File: config.mk
export PLATFORM = sky130hd
export DESIGN_NAME = bfdh_queue
export DESIGN_NICKNAME = d
export VERILOG_FILES = /design/src/rtl/core/bfdh_pkg.sv /design/src/rtl/core/bfdh_queue.sv
export SDC_FILE = /design/constraint.sdc
export NUM_CORES = 1
export LEC_CHECK = 0
export CORE_MARGIN = 4
export CORE_UTILIZATION = 50
export DETAILED_ROUTE_END_ITERATION = 10
export DONT_BUFFER_PORTS = 1
export PLACE_DENSITY = 0.65
export SYNTH_ARGS = -nofsm -noshare
export SYNTH_HDL_FRONTEND = slang
export SYNTH_SLANG_ARGS = --single-unit
File: constraint.sdc
create_clock -name i_clk -period 5.2 [get_ports i_clk]
set_input_delay 0.52 -clock i_clk [delete_from_list [all_inputs] [get_ports i_clk]]
set_output_delay 0.52 -clock i_clk [all_outputs]
set_load 0.1 [all_outputs]
File: src/rtl/core/bfdh_pkg.sv
// Package with shared constants and types for the double-hash Bloom filter.
`default_nettype none
package bfdh_pkg;
    localparam int MAX_BITS   = 65536;
    localparam int MAX_PROBES = 16;
    localparam int ADDR_W     = $clog2(MAX_BITS);
    localparam int M_W        = ADDR_W + 1;
    localparam int K_W        = $clog2(MAX_PROBES) + 1;
    localparam int HASH_W     = 64;
    localparam int CNT_W      = 32;
    localparam int CFG_W      = 17;
    localparam int IDX_W      = 1;
    localparam int QDEPTH     = 2;

    localparam logic [IDX_W-1:0] REG_BIT_COUNT   = 1'b0;
    localparam logic [IDX_W-1:0] REG_PROBE_COUNT = 1'b1;
    localparam logic OP_INSERT = 1'b0;
    localparam logic OP_LOOKUP = 1'b1;

    // One classified job handed from the front to the back.
    typedef struct packed {
        logic              op;
        logic [ADDR_W-1:0] pos;
        logic [ADDR_W-1:0] step;
        logic [M_W-1:0]    m;
        logic [K_W-1:0]    k;
    } t_job;

    typedef enum logic [1:0] {
        S_IDLE,
        S_DIV,
        S_PUSH
    } t_front_state;

    typedef enum logic [2:0] {
        B_CLEAR,
        B_IDLE,
        B_PROBE,
        B_WAIT,
        B_DONE
    } t_back_state;
endpackage
`default_nettype wire

File: src/rtl/core/bfdh_queue.sv
// Short job queue between the front and the back.
`default_nettype none
module bfdh_queue import bfdh_pkg::*; (
    input  wire logic i_clk,
    input  wire logic i_rst_n,
    input  wire logic i_push,
    input  wire t_job i_job,
    input  wire logic i_pop,
    output logic      o_full,
    output logic      o_empty,
    output t_job      o_job
);
    localparam int PW = $clog2(QDEPTH);
    t_job         r_buf [QDEPTH];
    logic [PW-1:0] r_wp, r_rp;
    logic [PW:0]   r_cnt;

    assign o_full  = (r_cnt == (PW+1)'(QDEPTH));
    assign o_empty = (r_cnt == '0);
    assign o_job   = r_buf[r_rp];

    // Pointers and fill level.
    always_ff @(posedge i_clk) begin
        if (!i_rst_n) begin
            r_wp  <= '0;
            r_rp  <= '0;
            r_cnt <= '0;
        end else begin
            if (i_push) r_wp <= r_wp + PW'(1);
            if (i_pop)  r_rp <= r_rp + PW'(1);
            r_cnt <= r_cnt + (PW+1)'(i_push) - (PW+1)'(i_pop);
        end
    end

    always_ff @(posedge i_clk) begin
        if (i_push) begin
            r_buf[r_wp] <= i_job;
        end
    end
endmodule
`default_nettype wire

==> results.sh, run 1 <==
export IMPL_final_cell_area_um2=5040
export IMPL_holdPathEnd="r_buf[0][38]"
export IMPL_fin_crit_sh_pct=52.1
export IMPL_overflow=0
export IMPL_rsz0062_at_grt="false"
export IMPL_maxCapViolations=0
export IMPL_relSlewSlack_pct=29.1
export IMPL_nets=268
export IMPL_gp_congestion=0.703
export IMPL_hp_start="i_job[38]"
export IMPL_synth_top_cell_by_area="edfxtp_1"
export IMPL_routedWlPerCell_um=21.5
export IMPL_syn_area_per_cell_um2=23.2
export IMPL_hold_path_class="primary input to flip-flop"
export IMPL_finalCriticalPeriod_ns=2.71
export IMPL_io_buffers=0
export IMPL_r2r_cells=2
export IMPL_path_clk_slew_ns=0.05
export IMPL_ys_types=14
export IMPL_drt_wl_total_mm=7.05
export IMPL_worstPathRequired_ns=4.68
export IMPL_cp_slowest_cell="dfxtp_4"
export IMPL_endpoint_kind="output port"
export IMPL_syn_nets=253
export IMPL_tns_ns=0
export IMPL_ir_worst_vdd_mv=0.354
export IMPL_outcome="complete, no violations"
export IMPL_cts_sinks=115
export IMPL_netlist_instances=192
export IMPL_num_vias=1725
export IMPL_fmax_ghz=0.369
export IMPL_power_density_nw_per_um2=525
export IMPL_synth_area_leaders="edfxtp_1 (74%), mux2_4 (17%), buf_12 (2.3%)"
export IMPL_areaGrowthSynthToFinish_pct=13.4
export IMPL_finalPower_w=0.00265
export IMPL_synth_top_cell_area_share_pct=74.3
export IMPL_layout_commonest_cell="edfxtp_1"
export IMPL_synth_seq_cells=115
export IMPL_drc=0
export IMPL_clock_latency_ns=0.49
export IMPL_critPathKind="flip-flop to output port"
export IMPL_max_slew_worst_pin_slew_ns=1.06
export IMPL_cellLeakagePower_nw=1.81
export IMPL_layout_common_cells="edfxtp_1 (110), mux2_4 (50), clkbuf_16 (16)"
export IMPL_die_x_um=102
export IMPL_whs_path_depth=0
export IMPL_diodes=0
export IMPL_utilization_pct=58.1
export IMPL_grt_pass1_wl_mm=10.2
export IMPL_crit_family="flip-flops"
export IMPL_ctsLongestPathBuffers=2
export IMPL_drtAntennaViolNets=0
export IMPL_worst_path_stages=1
export IMPL_drt_first_pass_iters=4
export IMPL_synth_seq_area_share_pct=76.5
export IMPL_cts_htree_levels=4
export IMPL_r2r_end="r_buf[1][26]"
export IMPL_hold_buffers=0
export IMPL_drv_slew=0
export IMPL_setup_viol=0
export IMPL_syn_area_um2=4450
export IMPL_hold_violations=0
export IMPL_cts_buffers=17
export IMPL_post_cts_resized=0
export IMPL_critPathMaxStageDelay_ns=1.00
export IMPL_grt_max_degree=56
export IMPL_placed_cell_area_um2=4500
export IMPL_cts_root_buf="clkbuf_8"
export IMPL_via_per_inst=5.26
export IMPL_tritoncts="built"
export IMPL_crit_path_cell_trace="mux2_2"
export IMPL_first_global_vias=1868
export IMPL_io_pins=116
export IMPL_r2r_slack_ns=3.52
export IMPL_cp_start_kind="flip-flop"
export IMPL_die_h_um=102
export IMPL_dpl_hpwl_mm=4.71
export IMPL_rows=34
export IMPL_drt_initial_drc_count=57
export IMPL_postCtsSetupRepairBufs=0
export IMPL_cp_arrival_ns=2.19
export IMPL_die_area_um2=10500
export IMPL_core_um2=8680
export IMPL_yosys_warnings=0
export IMPL_drive_gt1_share_pct=40.5
export IMPL_timing_critical_path_buf_inv=0
export IMPL_track_usage_pct=13.8
export IMPL_antenna_found_initial=0
export IMPL_r2r_start="r_wp"
export IMPL_fin_skew_ns=0.00531
export IMPL_start_util_pct=51.2
export IMPL_crit_fanout=55
## logic make-up after synthesis
kind of cell	share of synthesized area (%)
adders and majority gates	0.563
muxes	18.1
DFF	76.5
buffers and inverters	2.67
xor gates and xnor gates	0.703
and+or+nand+nor	1.21
AOI/OAI and AO/OA	0.169
## Yosys cell counts, drive strengths merged
cell type / instances
and2: 4
nor2b: 4
xor2: 1
dfxtp: 5
buf: 6
ha: 2
xnor3: 1
mux2: 55
nor2: 1
o21a: 1
inv: 2
edfxtp: 110
## per-layer routing
layer	GRT usage, %	vias up	part of all wire, %
met3	8.53	8	13
met4	6.76	0	1.2
met5	0	-	0
li1	-	785	-
met2	23.2	82	54
met1	13.2	850	32
## how the worst max path moves through the flow
| stage | from | end | slack (ns) |
|---|---|---|---|
| floorplan | i_push | r_buf[0][0] | 1.74 |
| global placement | flip-flop | o_job[46] | 3.01 |
| detailed placement | flip-flop | o_job[50] | 2.95 |
| CTS | flip-flop | o_job[50] | 2.42 |
| global route | flip-flop | o_job[43] | 2.36 |
| finish | flip-flop | o_job[50] | 2.49 |
## metrics by stage
stage	setup slack [ns]	hold slack [ns]	std cells
global route	2.36	0.0869	328
CTS	2.42	0.0898	328
floorplan	1.74	0.555	192
global placement	3.01	0.555	296
detailed placement	2.95	0.592	296
finish	2.49	0.118	328
## sequential cells by signal, summed over array words and instances (netlist names), named ones only
name and count:
r_buf 110, r_cnt 2, r_rp 1, r_wp 1
## final cells by class
cell class / instances / area [µm²]
Fill cell: 631 / 3630
Sequential cell: 115 / 3410
Multi-Input combinational cell: 69 / 938
Clock buffer: 20 / 425
Tap cell: 108 / 135
Clock inverter: 12 / 115
Timing Repair Buffer: 2 / 15.0
Inverter: 2 / 7.51
## where the power goes
| group | internal (W) | switching, W |
|---|---|---|
| registers | 0.00107 | 0.0000379 |
| clock network | 0.000671 | 0.000366 |
| logic | 0.0000934 | 0.000405 |
Note: power is estimated with default switching activity, not from simulation.
==> run 2, diff against run 1 <==
--- a/config.mk
+++ b/config.mk
@@ -5,6 +5,7 @@
 export SDC_FILE = /design/constraint.sdc
 export NUM_CORES = 1
 export LEC_CHECK = 0
+export ABC_AREA = 1
 export CORE_MARGIN = 4
 export CORE_UTILIZATION = 50
 export DETAILED_ROUTE_END_ITERATION = 10
==> constraint.sdc (replaced) <==
create_clock -name i_clk -period 2.7 [get_ports i_clk]
set_input_delay 0.27 -clock i_clk [delete_from_list [all_inputs] [get_ports i_clk]]
set_output_delay 0.27 -clock i_clk [all_outputs]
set_load 0.1 [all_outputs]
==> results.sh, run 2 <==
export IMPL_outcome="complete, no violations"
export IMPL_relSlewSlack_pct=54.3
export IMPL_grt_max_degree=40
export IMPL_setup_viol=0
export IMPL_drive_gt1_share_pct=32.7
export IMPL_path_clk_slew_ns=0.05
export IMPL_maxCapViolations=0
export IMPL_drt_initial_drc_count=117
export IMPL_hold_path_class="primary input to flip-flop"
export IMPL_cp_start_kind="flip-flop"
export IMPL_dpl_hpwl_mm=4.98
export IMPL_internal_power_w=0.00366
export IMPL_rsz0062_at_grt="false"
export IMPL_finalCriticalPeriod_ns=2.35
export IMPL_via_per_inst=5.00
export IMPL_cts_buffers=17
export IMPL_fill_cells=590
export IMPL_grtUsageMet2_pct=27.0
export IMPL_gp_congestion=0.697
export IMPL_crit_fanout=39
export IMPL_diodes=0
export IMPL_yosys_warnings=0
export IMPL_top_usage_layer="met2"
export IMPL_drt_first_pass_iters=4
export IMPL_io_buffers=0
export IMPL_overflow=0
export IMPL_core_um2=8680
export IMPL_antenna_found_initial=0
export IMPL_ir_worst_vdd_mv=0.573
export IMPL_use_met1_pct=15.8
export IMPL_synth_area_leaders="edfxtp_1 (74%), mux2_4 (17%), buf_12 (2.3%)"
export IMPL_hold_violations=0
export IMPL_synth_edff_count=110
export IMPL_routedWlPerCell_um=19.4
export IMPL_syn_nets=265
export IMPL_start_util_pct=51.2
export IMPL_drv_slew=0
export IMPL_endpoint_kind="output port"
export IMPL_syn_area_um2=4450
export IMPL_synth_top_cell_area_share_pct=74.3
export IMPL_max_slew_worst_pin_slew_ns=0.686
export IMPL_reg_largest_list="r_buf: 110 flops, r_cnt: 2 flops"
export IMPL_post_cts_resized=0
export IMPL_utilization_pct=65.9
export IMPL_rows=34
export IMPL_power_frac_clock_pct=40.5
export IMPL_layout_common_cells="edfxtp_1 (110), dlygate4sd3_1 (59), mux2_4 (50)"
export IMPL_ff_latch_area_um2=3410
export IMPL_largest_register_ffs=110
export IMPL_synthTopCellsByCount="edfxtp_1 (110), mux2_4 (50), nor2_1 (9), nand2_1 (8), inv_1 (7)"
export IMPL_synthArstFlopShare_pct=0
export IMPL_tns_ns=0
export IMPL_regMostFlops="r_buf"
export IMPL_layout_commonest_cell="edfxtp_1"
export IMPL_p_sw_share_pct=28.9
export IMPL_yosysMostFrequentCell="edfxtp_1"
export IMPL_num_vias=2027
export IMPL_worstPathRequired_ns=2.43
export IMPL_cts_htree_levels=4
export IMPL_drc=0
export IMPL_clock_latency_ns=0.49
export IMPL_critPathKind="flip-flop to output port"
export IMPL_pwr_share_comb_pct=18.4
export IMPL_first_global_vias=2180
export IMPL_fin_crit_sh_pct=86.9
export IMPL_ys_types=12
export IMPL_die_x_um=102
export IMPL_synth_seq_area_share_pct=76.5
export IMPL_ys_flop_type="edfxtp_1"
export IMPL_netlist_instances=204
export IMPL_io_pins=116
export IMPL_areaGrowthSynthToFinish_pct=28.7
export IMPL_multi_input_area_um2=918
export IMPL_die_area_um2=10500
export IMPL_tritoncts="built"
export IMPL_drt_wl_total_mm=7.84
export IMPL_power_density_nw_per_um2=901
export IMPL_synth_top_cell_by_area="edfxtp_1"
export IMPL_fmax_ghz=0.426
export IMPL_cp_arrival_ns=2.08
export IMPL_track_usage_pct=15.5
export IMPL_power_frac_seq_pct=41.1
export IMPL_grt_pass1_wl_mm=11.5
export IMPL_cts_root_buf="clkbuf_8"
export IMPL_syn_area_per_cell_um2=21.8
export IMPL_cts_sinks=115
export IMPL_switchingPower_w=0.00149
export IMPL_synth_seq_cells=115
export IMPL_use_met3_pct=6.83
export IMPL_drtAntennaViolNets=0
export IMPL_cellLeakagePower_nw=2.13
export IMPL_nets=345
export IMPL_hold_buffers=59
export IMPL_postCtsSetupRepairBufs=0
export IMPL_die_h_um=102
export IMPL_fin_skew_ns=0.00791
export IMPL_ctsLongestPathBuffers=2
run 2: cell types whose count changed after synthesis, moves of 4 or more:
cell and delta:
inv_1 +5, nand2_1 +8, nor2_1 +8, nor2b_1 -4, and2_1 -4
run 2: kinds of logic after synthesis:
family,count (synthesis),synth area share [%]
compound gates,1,0.112
buf+inv,13,3.10
flops,115,76.5
simple gates,18,1.55
mux,55,18.1
fa+ha+maj,2,0.563
run 2: worst paths after layout:
kind,from,end,slack (ns),cells past startpoint
min reg2reg,r_wp,r_wp,0.53,2
max reg2reg,r_cnt[0],r_cnt[0],0.93,7
max,flip-flop,o_job[13],0.35,2
min,i_pop,r_cnt[1],0.11,3
run 2: area by class of cell:
class / count / share of cell area [%]
clock buffers: 23 / 8.15
inverters: 7 / 0.459
clock inverters: 9 / 1.86
multi-input cells: 76 / 16.0
flip-flops and latches: 115 / 59.5
well taps: 108 / 2.36
repair buffers: 67 / 11.6
run 2: layer usage:
metal	up-vias	routed length, µm
met4	0	95
met3	10	632
met5	-	0
li1	950	-
met1	988	2810
met2	79	4300
run 2: stage by stage:
stage                     instances  cell area, µm²  power [W]  hold slack (ns)  setup WS, ns
after floorplan                 204            4450    0.00297            0.363         0.515
after global routing            405            5720    0.00533            0.119         0.248
after global placement          314            4560    0.00300            0.368         0.880
after detailed placement        314            4560    0.00302            0.369         0.845
final                           405            5720    0.00515            0.114         0.353
after CTS                       405            5720    0.00520           0.0878         0.313
run 2: power by group through the flow:
stage / Combinational [W] / Sequential [W] / Clock, W
floorplan: 0.000843 / 0.00212 / 0
global placement: 0.000853 / 0.00215 / 0
detailed placement: 0.000865 / 0.00215 / 0
CTS: 0.000952 / 0.00212 / 0.00213
global route: 0.000975 / 0.00213 / 0.00223
finish: 0.000949 / 0.00212 / 0.00209
run 2: critical path, cell delays in order (launching register included):
cell and delay [ns]:
dfxtp_4 0.77, buf_4 0.31, mux2_4 0.45
