## config.mk

```make
export PLATFORM = sky130hd
export DESIGN_NAME = bfdh_front
export DESIGN_NICKNAME = d
export VERILOG_FILES = /design/src/rtl/core/bfdh_pkg.sv /design/src/rtl/core/bfdh_front.sv
export SDC_FILE = /design/constraint.sdc
export NUM_CORES = 1
export LEC_CHECK = 0
export ABC_AREA = 1
export BUFFER_PORTS_ARGS = -buffer_cell sky130_fd_sc_hd__buf_2
export CORE_ASPECT_RATIO = 0.75
export CORE_MARGIN = 3
export CORE_UTILIZATION = 60
export CTS_CLUSTER_DIAMETER = 60
export DETAILED_ROUTE_END_ITERATION = 8
export PLACE_DENSITY = 0.82
export SYNTH_ARGS = -nofsm -noshare
export SYNTH_HDL_FRONTEND = slang
export SYNTH_SLANG_ARGS = --single-unit
```

## constraint.sdc

```tcl
create_clock -name i_clk -period 3.4 [get_ports i_clk]
set_clock_uncertainty 0.2 [all_clocks]
set_input_delay 0.51 -clock i_clk [delete_from_list [all_inputs] [get_ports i_clk]]
set_output_delay 0.51 -clock i_clk [all_outputs]
set_load 0.1 [all_outputs]
```

## src/rtl/core/bfdh_pkg.sv

```systemverilog
// Package with shared constants and types for the double-hash Bloom filter.
`default_nettype none
package bfdh_pkg;
    localparam int MAX_BITS   = 65536;
    localparam int MAX_PROBES = 16;
    localparam int ADDR_W     = $clog2(MAX_BITS);
    localparam int M_W        = ADDR_W + 1;
    localparam int K_W        = $clog2(MAX_PROBES) + 1;
    localparam int HASH_W     = 64;
    localparam int CNT_W      = 32;
    localparam int CFG_W      = 17;
    localparam int IDX_W      = 1;
    localparam int QDEPTH     = 2;

    localparam logic [IDX_W-1:0] REG_BIT_COUNT   = 1'b0;
    localparam logic [IDX_W-1:0] REG_PROBE_COUNT = 1'b1;
    localparam logic OP_INSERT = 1'b0;
    localparam logic OP_LOOKUP = 1'b1;

    // One classified job handed from the front to the back.
    typedef struct packed {
        logic              op;
        logic [ADDR_W-1:0] pos;
        logic [ADDR_W-1:0] step;
        logic [M_W-1:0]    m;
        logic [K_W-1:0]    k;
    } t_job;

    typedef enum logic [1:0] {
        S_IDLE,
        S_DIV,
        S_PUSH
    } t_front_state;

    typedef enum logic [2:0] {
        B_CLEAR,
        B_IDLE,
        B_PROBE,
        B_WAIT,
        B_DONE
    } t_back_state;
endpackage
`default_nettype wire

```

## src/rtl/core/bfdh_front.sv

```systemverilog
// Front end: takes items, reduces a+b and b modulo m bit-serially, queues jobs.
`default_nettype none
module bfdh_front import bfdh_pkg::*; (
    input  wire logic              i_clk,
    input  wire logic              i_rst_n,
    input  wire logic              i_start,
    input  wire logic              i_opcode,
    input  wire logic [HASH_W-1:0] i_hash_a,
    input  wire logic [HASH_W-1:0] i_hash_b,
    input  wire logic [M_W-1:0]    i_m,
    input  wire logic [K_W-1:0]    i_k,
    input  wire logic              i_q_full,
    output logic                   o_busy,
    output logic                   o_push,
    output t_job                   o_job
);
    t_front_state r_state, n_state;
    logic [HASH_W-1:0] r_sa, r_sb;
    logic [M_W-1:0]    r_ra, r_rb, r_m;
    logic [K_W-1:0]    r_k;
    logic              r_op;
    logic [6:0]        r_cnt;
    logic [M_W:0]      w_ta, w_tb;
    logic [M_W:0]      w_ma, w_mb;

    // One remainder bit per cycle for both dividends.
    always_comb begin
        w_ta = {r_ra, r_sa[HASH_W-1]};
        w_tb = {r_rb, r_sb[HASH_W-1]};
        w_ma = (w_ta >= {1'b0, r_m}) ? w_ta - {1'b0, r_m} : w_ta;
        w_mb = (w_tb >= {1'b0, r_m}) ? w_tb - {1'b0, r_m} : w_tb;
    end

    // State sequencing and handshake outputs.
    always_comb begin
        n_state = r_state;
        o_push  = 1'b0;
        o_busy  = 1'b1;
        case (r_state)
            S_IDLE: begin
                o_busy = 1'b0;
                if (i_start) begin
                    n_state = S_DIV;
                end
            end
            S_DIV: begin
                if (r_cnt == 7'd63) begin
                    n_state = S_PUSH;
                end
            end
            S_PUSH: begin
                if (!i_q_full) begin
                    o_push  = 1'b1;
                    n_state = S_IDLE;
                end
            end
            default: n_state = S_IDLE;
        endcase
    end

    always_ff @(posedge i_clk) begin
        if (!i_rst_n) begin
            r_state <= S_IDLE;
        end else begin
            r_state <= n_state;
        end
    end

    // Datapath: a holds a+b, b holds the step.
    always_ff @(posedge i_clk) begin
        if (r_state == S_IDLE && i_start) begin
            r_sa  <= i_hash_a + i_hash_b;
            r_sb  <= i_hash_b;
            r_ra  <= '0;
            r_rb  <= '0;
            r_cnt <= '0;
            r_op  <= i_opcode;
            r_m   <= (i_m == '0) ? M_W'(1) : ((i_m > M_W'(MAX_BITS)) ? M_W'(MAX_BITS) : i_m);
            r_k   <= (i_k == '0) ? K_W'(1)
                   : ((i_k > K_W'(MAX_PROBES)) ? K_W'(MAX_PROBES) : i_k);
        end else if (r_state == S_DIV) begin
            r_sa  <= {r_sa[HASH_W-2:0], 1'b0};
            r_sb  <= {r_sb[HASH_W-2:0], 1'b0};
            r_ra  <= w_ma[M_W-1:0];
            r_rb  <= w_mb[M_W-1:0];
            r_cnt <= r_cnt + 7'd1;
        end
    end

    assign o_job.op   = r_op;
    assign o_job.pos  = r_ra[ADDR_W-1:0];
    assign o_job.step = r_rb[ADDR_W-1:0];
    assign o_job.m    = r_m;
    assign o_job.k    = r_k;
endmodule
`default_nettype wire

```

==> results of run 1 <==
final cells by class:
cell class | instances | share of cell area
multi-input cells | 1797 | 0.480
diodes | 1 | 0.000140
well taps | 344 | 0.0240
repair buffers | 225 | 0.0676
clock inverters | 14 | 0.0106
flip-flops and latches | 194 | 0.301
inverters | 434 | 0.0912
clock buffers | 18 | 0.0251
layout by cell type, fill, tap and decap left out, types with 21 or more instances in the layout:
| master | netlist | layout |
|---|---|---|
| nand2_1 | 1086 | 1085 |
| inv_1 | 431 | 431 |
| buf_2 | 2 | 211 |
| nor2_1 | 166 | 165 |
| nand3_1 | 158 | 158 |
| edfxtp_1 | 151 | 151 |
| ha_1 | 102 | 102 |
| a21oi_1 | 72 | 72 |
| o21ai_0 | 51 | 51 |
| dfxtp_1 | 43 | 43 |
| xnor2_1 | 39 | 39 |
| nor3_1 | 21 | 21 |
per-stage QoR:
stage	hold WS (ps)	power, uW	cells	setup WS [ps]	utilization
floorplan	240	7480	2499	487	-
global placement	251	8320	2994	156	0.660
detailed placement	266	8410	2994	184	0.660
CTS	15.3	10600	3026	560	0.685
global route	18.1	11300	3026	393	0.685
finish	25.3	10700	3027	506	0.685
cell usage after synthesis, types with 3 or more instances:
master and number:
nand3_2 3, nand2_2 6, o21bai_1 7, nor3_2 5
nand2_1 1086, inv_2 3, nor2_1 166, a21oi_1 72
o21ai_0 51, ha_1 102, nand3_1 158, nor4_1 10
or2_2 3, nand3b_1 14, buf_1 13, nor3_1 21
edfxtp_1 151, clkbuf_8 5, xor2_1 7, nand4_1 15
dfxtp_1 43, nor2_2 3, clkbuf_1 16, buf_6 5
inv_1 431, fa_1 3, o21ai_1 12, xnor2_1 39
buf_4 33
final timing paths:
kind / end / slack, ps
setup reg to reg: r_rb[1] / 510
hold / removal: r_op / 30
setup / recovery: r_rb[1] / 510
hold reg to reg: r_rb[16] / 280
sequential cells by signal, summed over array words and instances (netlist names):
signal	count
r_k	5
r_m	17
r_ra	17
r_cnt	7
r_sa	64
r_op	1
r_state	2
r_sb	64
r_rb	17
report_power, final:
part | total [uW] | internal, uW | switching (uW)
Clock | 2200 | 1110 | 1100
Sequential | 3420 | 3160 | 252
Combinational | 5060 | 1390 | 3670
Total | 10700 | 5660 | 5020
cell families after synthesis:
| kind of cell | count (synthesis) | synth area share |
|---|---|---|
| compound gates | 151 | 0.0495 |
| xor+xnor | 46 | 0.0250 |
| fa+ha+maj | 105 | 0.0830 |
| buf+inv | 508 | 0.132 |
| flops | 194 | 0.335 |
| simple gates | 1495 | 0.376 |
metal layers:
metal  track usage  routed length (um)  vias to the layer above
li1              -                   -                     8054
met3        0.0877                6060                       78
met2         0.457               19500                      900
met1         0.526               23300                     7334
met5        0.0269                 103                        -
met4        0.0837                 921                        2
==> metrics.cfg, run 1 <==
[status]
status=finished, final reports clean

[drt]
drt_iter0_markers=1737
wl_per_cell_um=16.5
wl_um=49900
vias_per_cell=5.41
vias=16368
drtPass1Iterations=6
drtAntennaViolNets=0
drc=0

[global_route]
grt_usage=0.337
gr-total-overflow=0
grt_pass1_vias=14534
antenna_found_initial=0
grt_pass1_wl_um=76900
grt_max_degree=159

[logic_synthesis]
netlist_top_cells_area=edfxtp_1, nand2_1, inv_1
yosysTopAreaCellShare=0.282
synth_cells=2499
avgSynthCellArea_um2=6.45
yosysWarningCount=0
yosys.area.top_type=edfxtp_1
ys_async_sr_fraction=0
synth_edf_count=151
ys.flop_type=edfxtp_1
syn_nets=2759
netlist-cell-type-count=40
ys_seq_area_frac=0.335
syn_area_mm2=0.0161
ys_ff_latch=194

[setup_path]
critPathLaunch=r_m[0]
worstSetupPathType=reg -> reg
r2r-start=r_m[0]
cp_num_buf_inv=1
cp_slowest_stage_delay_ps=550
critPathMaxFanout=24
cp_common_cell=nand2_2
cp_top_family=simple AND/OR/NAND/NOR gates
crit_cells=13
worst_ep_required_time_ps=3610
reg2reg_depth=13
cp-end-kind=register
crit_path_cell_trace=ha_1 -> fa_1 -> o21ai_2 -> nand2_2 -> nand2_2 -> nand2_2 -> nand2_2 -> nand2_2 -> nand2_4 -> inv_2 -> nand2_1 -> nand3_1 -> nand2_1
cp.arrival_ps=3100
slowest_stage=edfxtp_1
startpoint_type=register

[sta]
rsz0062_at_grt=false
slew_viol_final=0
finalSetupViolCount=0
period_share=0.851
slew_headroom=0.543
max_slew.worst_pin.slew_ps=686
min_period_ps=2890
max_freq_ghz=0.346
tns_ps=0
hold_viol=0

[clocking]
cts_root_buf=clkbuf_16
cts_setup_buffers=0
clkLatencyLatePin_ps=470
cts_tree=yes
clockBufferDepth=2
hold_buffers=0
cts_buffers=17
cts_sinks=194
cts_resized=0
ctsHtreeMaxLevel=4
clkTransAtPathRegs_ps=80

[layout]
fillers=2426
multiInputGateArea_mm2=0.00860
drive_gt1_frac=0.106
finalNetCount=2929
regArea_mm2=0.00540
area.growth.synth_to_final_pct=11.2
finalInstanceArea_mm2=0.0179

[floorplanning]
dieArea_mm2=0.0289
coreArea_mm2=0.0262
die_w_um=195
start_util=0.616
pin_count=212
num_rows=51
die_y_um=148

[run]
cap_violations=0

[power]
power_leakage_uw=0.0100
power.density_mw_per_mm2=596
ir_drop_mv=0.653

[place]
portBuffers=211
hpwl_um=39300
placed_cell_area_mm2=0.0173
place.gp.congestion=1.08

[worst_hold_path]
hp-start=i_opcode
hold_depth=1
min_path_type=in -> reg

Power figures use the tool's default switching activity.
==> run 2: changes to the inputs <==
--- a/config.mk
+++ b/config.mk
@@ -5,14 +5,14 @@
 export SDC_FILE = /design/constraint.sdc
 export NUM_CORES = 1
 export LEC_CHECK = 0
-export ABC_AREA = 1
+export ABC_AREA = 0
 export BUFFER_PORTS_ARGS = -buffer_cell sky130_fd_sc_hd__buf_2
 export CORE_ASPECT_RATIO = 0.75
 export CORE_MARGIN = 3
-export CORE_UTILIZATION = 60
+export CORE_UTILIZATION = 58
 export CTS_CLUSTER_DIAMETER = 60
 export DETAILED_ROUTE_END_ITERATION = 8
-export PLACE_DENSITY = 0.82
+export PLACE_DENSITY = 0.81
 export SYNTH_ARGS = -nofsm -noshare
 export SYNTH_HDL_FRONTEND = slang
 export SYNTH_SLANG_ARGS = --single-unit
==> metrics.cfg, run 2 <==
[status]
status=complete, but fails checks  ; was finished, final reports clean
violations=negative setup slack

[logic_synthesis]
synth_top_family_by_area=compound AO/OA/AOI/OAI gates  ; was simple AND/OR/NAND/NOR gates
synth-simple-area-share=0.177  ; was 0.376
yosys.area.top_type=edfxtp_1  ; unchanged
netlist-cell-type-count=70  ; was 40
synth_edf_count=151  ; unchanged
post-synth-top-count-cell=nand2_1  ; unchanged
avgSynthCellArea_um2=8.84  ; was 6.45 um2
ys.flop_type=edfxtp_1  ; unchanged
yosysTopAreaCellShare=0.342  ; was 0.282
yosysWarningCount=0  ; unchanged
ys_async_sr_fraction=0  ; unchanged
synthMuxAreaShare=0.0143  ; was 0
synth_xor_area_frac=0.0574  ; was 0.0250
synth.top_cells.by_count=nand2_1, edfxtp_1, o21ai_0, ha_1, a21oi_1  ; was nand2_1, inv_1, nor2_1, nand3_1, edfxtp_1
syn_area_mm2=0.0133  ; was 0.0161 mm2
netlist_top_cells_area=edfxtp_1, nand2_1, ha_1  ; was edfxtp_1, nand2_1, inv_1
synth_compound_area_frac=0.190  ; was 0.0495
syn_nets=1762  ; was 2759
ys_seq_area_frac=0.407  ; was 0.335
synth_cells=1502  ; was 2499
ys_ff_latch=194  ; unchanged
synthAdderAreaFrac=0.101  ; was 0.0830

[drt]
drtPass1Iterations=6  ; unchanged
vias=12240  ; was 16.4k
wl_um=36300  ; was 49900 um
drt_iter0_markers=1228  ; was 1737
drtAntennaViolNets=0  ; unchanged
wl_per_cell_um=17.1  ; was 16.5 um
vias_per_cell=5.75  ; was 5.41
drc=0  ; unchanged

[sta]
slew_viol_final=0  ; unchanged
finalSetupViolCount=17  ; was 0
fin_ws_ps=-200  ; was 506 ps
slew_headroom=0.397  ; was 0.543
max_freq_ghz=0.278  ; was 0.346 GHz
max_slew.worst_pin.slew_ps=895  ; was 686 ps
period_share=1.06  ; was 0.851
rsz0062_at_grt=true  ; was false
hold_viol=0  ; unchanged
min_period_ps=3600  ; was 2890 ps

[worst_hold_path]
min_path_type=in -> reg  ; unchanged

[setup_path]
cp.arrival_ps=3720  ; was 3100 ps
worstSetupPathType=reg -> reg  ; unchanged
reg2reg_depth=15  ; was 13
rrSetupSlack_ps=-200  ; was 510 ps
worst_ep_required_time_ps=3520  ; was 3610 ps
critPathMaxFanout=5  ; was 24
r2r-start=r_m[0]  ; unchanged
r2r_end=r_rb[3]  ; was r_rb[1]
cp-end-kind=register  ; unchanged
critical_path.endpoint=r_rb[3]  ; was r_rb[1]
startpoint_type=register  ; unchanged
critPathLaunch=r_m[0]  ; unchanged

[global_route]
gr-total-overflow=0  ; unchanged
grt_pass1_wl_um=56500  ; was 76900 um
grt_usage=0.281  ; was 0.337
antenna_found_initial=2  ; was 0
grt_pass1_vias=11341  ; was 14.5k
grt_max_degree=87  ; was 159

[clocking]
clkTransAtPathRegs_ps=80  ; about the same
clkLatencyLatePin_ps=450  ; was 470 ps
clockBufferDepth=2  ; unchanged
cts_sinks=194  ; unchanged
hold_buffers=0  ; unchanged
cts_tree=yes  ; unchanged
cts_buffers=17  ; unchanged
cts_root_buf=clkbuf_16  ; unchanged
ctsHtreeMaxLevel=4  ; unchanged

[power]
p_total_uw=10200  ; was 10700 uW
power_leakage_uw=0.00764  ; was 0.0100 uW
power.density_mw_per_mm2=621  ; was 596 mW/mm2
ir_drop_mv=0.413  ; was 0.653 mV

[floorplanning]
num_rows=47  ; was 51
start_util=0.595  ; was 0.616
die_y_um=137  ; was 148 um
die_w_um=181  ; was 195 um
pin_count=212  ; unchanged
coreArea_mm2=0.0223  ; was 0.0262 mm2
dieArea_mm2=0.0247  ; was 0.0289 mm2

[layout]
drive_gt1_frac=0.266  ; was 0.106
mostFrequentLayoutCells=nand2_1, buf_2, buf_4  ; was nand2_1, inv_1, buf_2
finalInstanceArea_mm2=0.0165  ; was 0.0179 mm2
area.growth.synth_to_final_pct=24.3  ; was 11.2%
finalNetCount=2079  ; was 2929
final_common_cell=nand2_1  ; unchanged
reg_top3=r_sa x64, r_sb x64  ; unchanged

[place]
place.gp.congestion=0.955  ; was 1.08
hpwl_um=26700  ; was 39300 um
portBuffers=211  ; unchanged
placed_cell_area_mm2=0.0155  ; was 0.0173 mm2

[run]
cap_violations=0  ; unchanged

run 2: report_power, final:
group / internal (uW) / switching (uW)
Combinational: 1810 / 3090
Sequential: 3030 / 239
Clock: 1070 / 996
run 2: worst min path at each step:
| stage | from | endpoint | slack, ps | cells after the start |
|---|---|---|---|---|
| floorplan | r_ra[16] | r_ra[16] | 230 | 2 |
| global placement | r_ra[16] | r_ra[16] | 260 | 2 |
| detailed placement | r_ra[3] | r_ra[3] | 280 | 2 |
| CTS | i_opcode | r_op | 20 | 1 |
| global route | i_opcode | r_op | 20 | 1 |
| finish | i_opcode | r_op | 40 | 1 |
run 2: timing repair:
item                                    4_1_cts  5_1_grt
resized for setup                             7       40
cloned                                        1        2
hold endpoints to repair                      0        0
endpoints found under the setup margin       27       46
buffers inserted                              3       10
pin swaps                                     1       18
run 2: logic make-up after synthesis:
| kind of cell | after synthesis |
|---|---|
| AOI/OAI and AO/OA | 402 |
| xor gates and xnor gates | 87 |
| adders and majority gates | 105 |
| buffers and inverters | 149 |
| DFF | 194 |
| muxes | 19 |
| and+or+nand+nor | 546 |
run 2: final cells by class:
| cell class | instances | area [um2] |
|---|---|---|
| inverters | 57 | 219 |
| diodes | 1 | 2.50 |
| multi-input cells | 1161 | 7460 |
| well taps | 294 | 368 |
| fillers | 1662 | 5800 |
| clock inverters | 12 | 105 |
| clock buffers | 20 | 489 |
| flip-flops and latches | 194 | 5400 |
| repair buffers | 388 | 2450 |
run 2: worst max-delay path, cell delays in order (launching register included):
cell and delay (ps):
edfxtp_1 430, buf_6 160, ha_4 160, fa_2 400, nor2b_2 140, o21ai_2 80
a21boi_2 180, o21ai_2 80, a21boi_2 220, o21ai_2 100, a21oi_2 220, o41ai_4 120
o311ai_4 450, buf_12 190, mux2i_4 240, o21ai_1 90
run 2: routing by layer:
layer	part of all wire	track usage	vias to the layer above
met2	0.45	0.438	521
met4	0.015	0.0741	2
met5	0.00036	0	-
met1	0.46	0.407	5719
li1	-	-	5960
met3	0.075	0.0510	38
run 2: metrics by stage:
stage / TNS, ps / hold WS, ps / cells / worst slack, ps / utilization
detailed placement: -9730 / 276 / 2078 / -459 / 0.697
finish: -2470 / 37.1 / 2127 / -200 / 0.740
global placement: -7190 / 255 / 2078 / -349 / 0.697
CTS: -28.8 / 23.9 / 2114 / -13.6 / 0.728
global route: -4060 / 24.6 / 2127 / -276 / 0.740
floorplan: -2910 / 235 / 1502 / -231 / -
==> run 3: changes to the inputs <==
--- a/config.mk
+++ b/config.mk
@@ -12,6 +12,7 @@
 export CORE_UTILIZATION = 58
 export CTS_CLUSTER_DIAMETER = 60
 export DETAILED_ROUTE_END_ITERATION = 8
+export HOLD_SLACK_MARGIN = 0.08
 export PLACE_DENSITY = 0.81
 export SYNTH_ARGS = -nofsm -noshare
 export SYNTH_HDL_FRONTEND = slang
==> metrics.cfg, run 3 (synthesis results as in run 2) <==
[floorplanning]
die_w_um=181  ; unchanged
die_y_um=137  ; unchanged
num_rows=47  ; unchanged
pin_count=212  ; unchanged
start_util=0.595  ; unchanged
dieArea_mm2=0.0247  ; unchanged
coreArea_mm2=0.0223  ; unchanged

[setup_path]
cp.arrival_ps=3700  ; was 3720 ps
cp_top_family=compound AO/OA/AOI/OAI gates  ; unchanged
cp-end-kind=register  ; unchanged
critical_path.endpoint=r_rb[3]  ; unchanged
r2r-start=r_m[0]  ; unchanged
rrSetupSlack_ps=-180  ; was -200 ps
worst_ep_required_time_ps=3520  ; about the same
critPathLaunch=r_m[0]  ; unchanged
cp_num_buf_inv=2  ; unchanged
reg2reg_depth=15  ; unchanged
slowest_stage=o311ai_4  ; unchanged
crit_path_cell_trace=buf_6 -> ha_4 -> fa_2 -> nor2b_2 -> o21ai_2 -> a21boi_2 -> o21ai_2 -> a21boi_2 -> o21ai_2 -> a21oi_2 -> o41ai_4 -> o311ai_4 -> buf_12 -> mux2i_4 -> o21ai_1  ; unchanged
r2r_end=r_rb[3]  ; unchanged
critPathMaxFanout=5  ; unchanged
crit_cells=15  ; unchanged
cp_slowest_stage_delay_ps=450  ; about the same
worstSetupPathType=reg -> reg  ; unchanged
cp_common_cell=o21ai_2  ; unchanged
startpoint_type=register  ; unchanged

[place]
pre_cts_ws_ps=-459  ; unchanged
portBuffers=211  ; unchanged
hpwl_um=26700  ; unchanged
place.gp.congestion=0.955  ; unchanged

[clocking]
clockBufferDepth=2  ; unchanged
cts_buffers=17  ; unchanged
cts_root_buf=clkbuf_16  ; unchanged
clkTransAtPathRegs_ps=80  ; about the same
cts_sinks=194  ; unchanged
cts_tree=yes  ; unchanged
clkLatencyLatePin_ps=450  ; about the same
ctsHtreeMaxLevel=4  ; unchanged

[run]
cap_violations=0  ; unchanged

[worst_hold_path]
min_path_type=in -> reg  ; unchanged

[global_route]
use_met3=0.0510  ; unchanged
grt_pass1_vias=11356  ; was 11.3k
grt_pass1_wl_um=56500  ; about the same
gr-max-usage-layer=met2  ; unchanged
gr-total-overflow=0  ; unchanged
grt_max_degree=87  ; unchanged
grtUsageMet2=0.439  ; was 0.438
grt_util_met1=0.407  ; about the same
antenna_found_initial=2  ; unchanged
grt_usage=0.281  ; about the same

[sta]
max_slew.worst_pin.slew_ps=890  ; was 895 ps
period_share=1.05  ; was 1.06
rsz0062_at_grt=true  ; unchanged
max_freq_ghz=0.279  ; was 0.278 GHz
hold_slack_ps=136  ; was 37.1 ps
slew_headroom=0.401  ; was 0.397
hold_viol=0  ; unchanged
fin_ws_ps=-180  ; was -200 ps
min_period_ps=3580  ; was 3600 ps
finalSetupViolCount=17  ; unchanged
slew_viol_final=0  ; unchanged

[drt]
drc=0  ; unchanged
vias_per_cell=5.75  ; about the same
wl_um=36400  ; was 36300 um
vias=12250  ; was 12.2k
drtAntennaViolNets=0  ; unchanged
wl_per_cell_um=17.1  ; about the same
drtPass1Iterations=6  ; unchanged
drt_iter0_markers=1217  ; was 1228

[power]
ir_drop_mv=0.413  ; about the same
power.density_mw_per_mm2=620  ; was 621 mW/mm2
power_leakage_uw=0.00765  ; was 0.00764 uW

[layout]
finalNetCount=2081  ; was 2079
fillers=1661  ; was 1662
final_common_cell=nand2_1  ; unchanged
mostFrequentLayoutCells=nand2_1, buf_2, buf_4  ; unchanged
reg_top3=r_sa x64, r_sb x64  ; unchanged
drive_gt1_frac=0.266  ; about the same
area.growth.synth_to_final_pct=24.4  ; was 24.3%

[status]
status=complete, but fails checks  ; unchanged
violations=negative setup slack  ; unchanged

run 3: cell types whose count changed in the layout (fill, tap and decap cells not counted):
cell,before,now
dlygate4sd3_1,0,2
run 3: power breakdown:
| group | total, uW | leakage (uW) | internal [uW] | switching (uW) |
|---|---|---|---|---|
| Clock | 2070 | 0.000300 | 1070 | 995 |
| Sequential | 3270 | 0.00186 | 3030 | 239 |
| Combinational | 4890 | 0.00548 | 1810 | 3080 |
| Total | 10200 | 0.00765 | 5910 | 4320 |
run 3: routing by layer:
layer  wire length [um]  vias to the layer above
met4                521                        2
met2              16400                      516
met5                 13                        -
met3               2820                       36
li1                   -                     5966
met1              16600                     5730
run 3: how the worst min path moves through the flow:
stage / start / end / slack, ps / cells past startpoint
after detailed placement: r_ra[3] / r_ra[3] / 280 / 2
after global placement: r_ra[16] / r_ra[16] / 260 / 2
final: i_hash_b[31] / r_sb[31] / 140 / 3
after global routing: i_hash_b[34] / r_sb[34] / 130 / 3
after floorplan: r_ra[16] / r_ra[16] / 230 / 2
after CTS: i_hash_b[31] / r_sb[31] / 120 / 3
run 3: per-stage QoR:
| step | power (uW) | std cells | area, um2 | util | TNS [ps] |
|---|---|---|---|---|---|
| after floorplan | 6800 | 1502 | 13400 | - | -2910 |
| after global placement | 7700 | 2078 | 15500 | 0.697 | -7190 |
| after detailed placement | 7810 | 2078 | 15500 | 0.697 | -9730 |
| after CTS | 9950 | 2116 | 16200 | 0.728 | -28.8 |
| after global routing | 10800 | 2129 | 16500 | 0.741 | -4060 |
| final | 10200 | 2129 | 16500 | 0.741 | -2130 |
run 3: layout make-up:
| type | count | area [um2] | area share |
|---|---|---|---|
| clock buffer | 20 | 489 | 0.0296 |
| sequential | 194 | 5400 | 0.327 |
| timing repair buffer | 390 | 2470 | 0.149 |
| inverter | 57 | 219 | 0.0133 |
| clock inverter | 12 | 105 | 0.00637 |
| tap | 294 | 368 | 0.0223 |
| multi-input combinational | 1161 | 7460 | 0.452 |
| antenna | 1 | 2.50 | 0.000152 |
run 3: worst register-to-register path: stages, from the launching register on:
cell      delay, ps
edfxtp_1        440
buf_6           160
ha_4            160
fa_2            400
nor2b_2         140
o21ai_2          80
a21boi_2        180
o21ai_2          80
a21boi_2        210
o21ai_2         100
a21oi_2         220
o41ai_4         120
o311ai_4        450
buf_12          190
mux2i_4         240
o21ai_1          90
run 3: what timing repair did:
action | CTS | global route
hold endpoints to repair | 2 | 0
pin swaps | 1 | 18
hold buffers | 2 | 0
setup endpoints to repair | 27 | 46
cloned | 1 | 2
buffers inserted | 3 | 10
gates resized for setup | 7 | 40
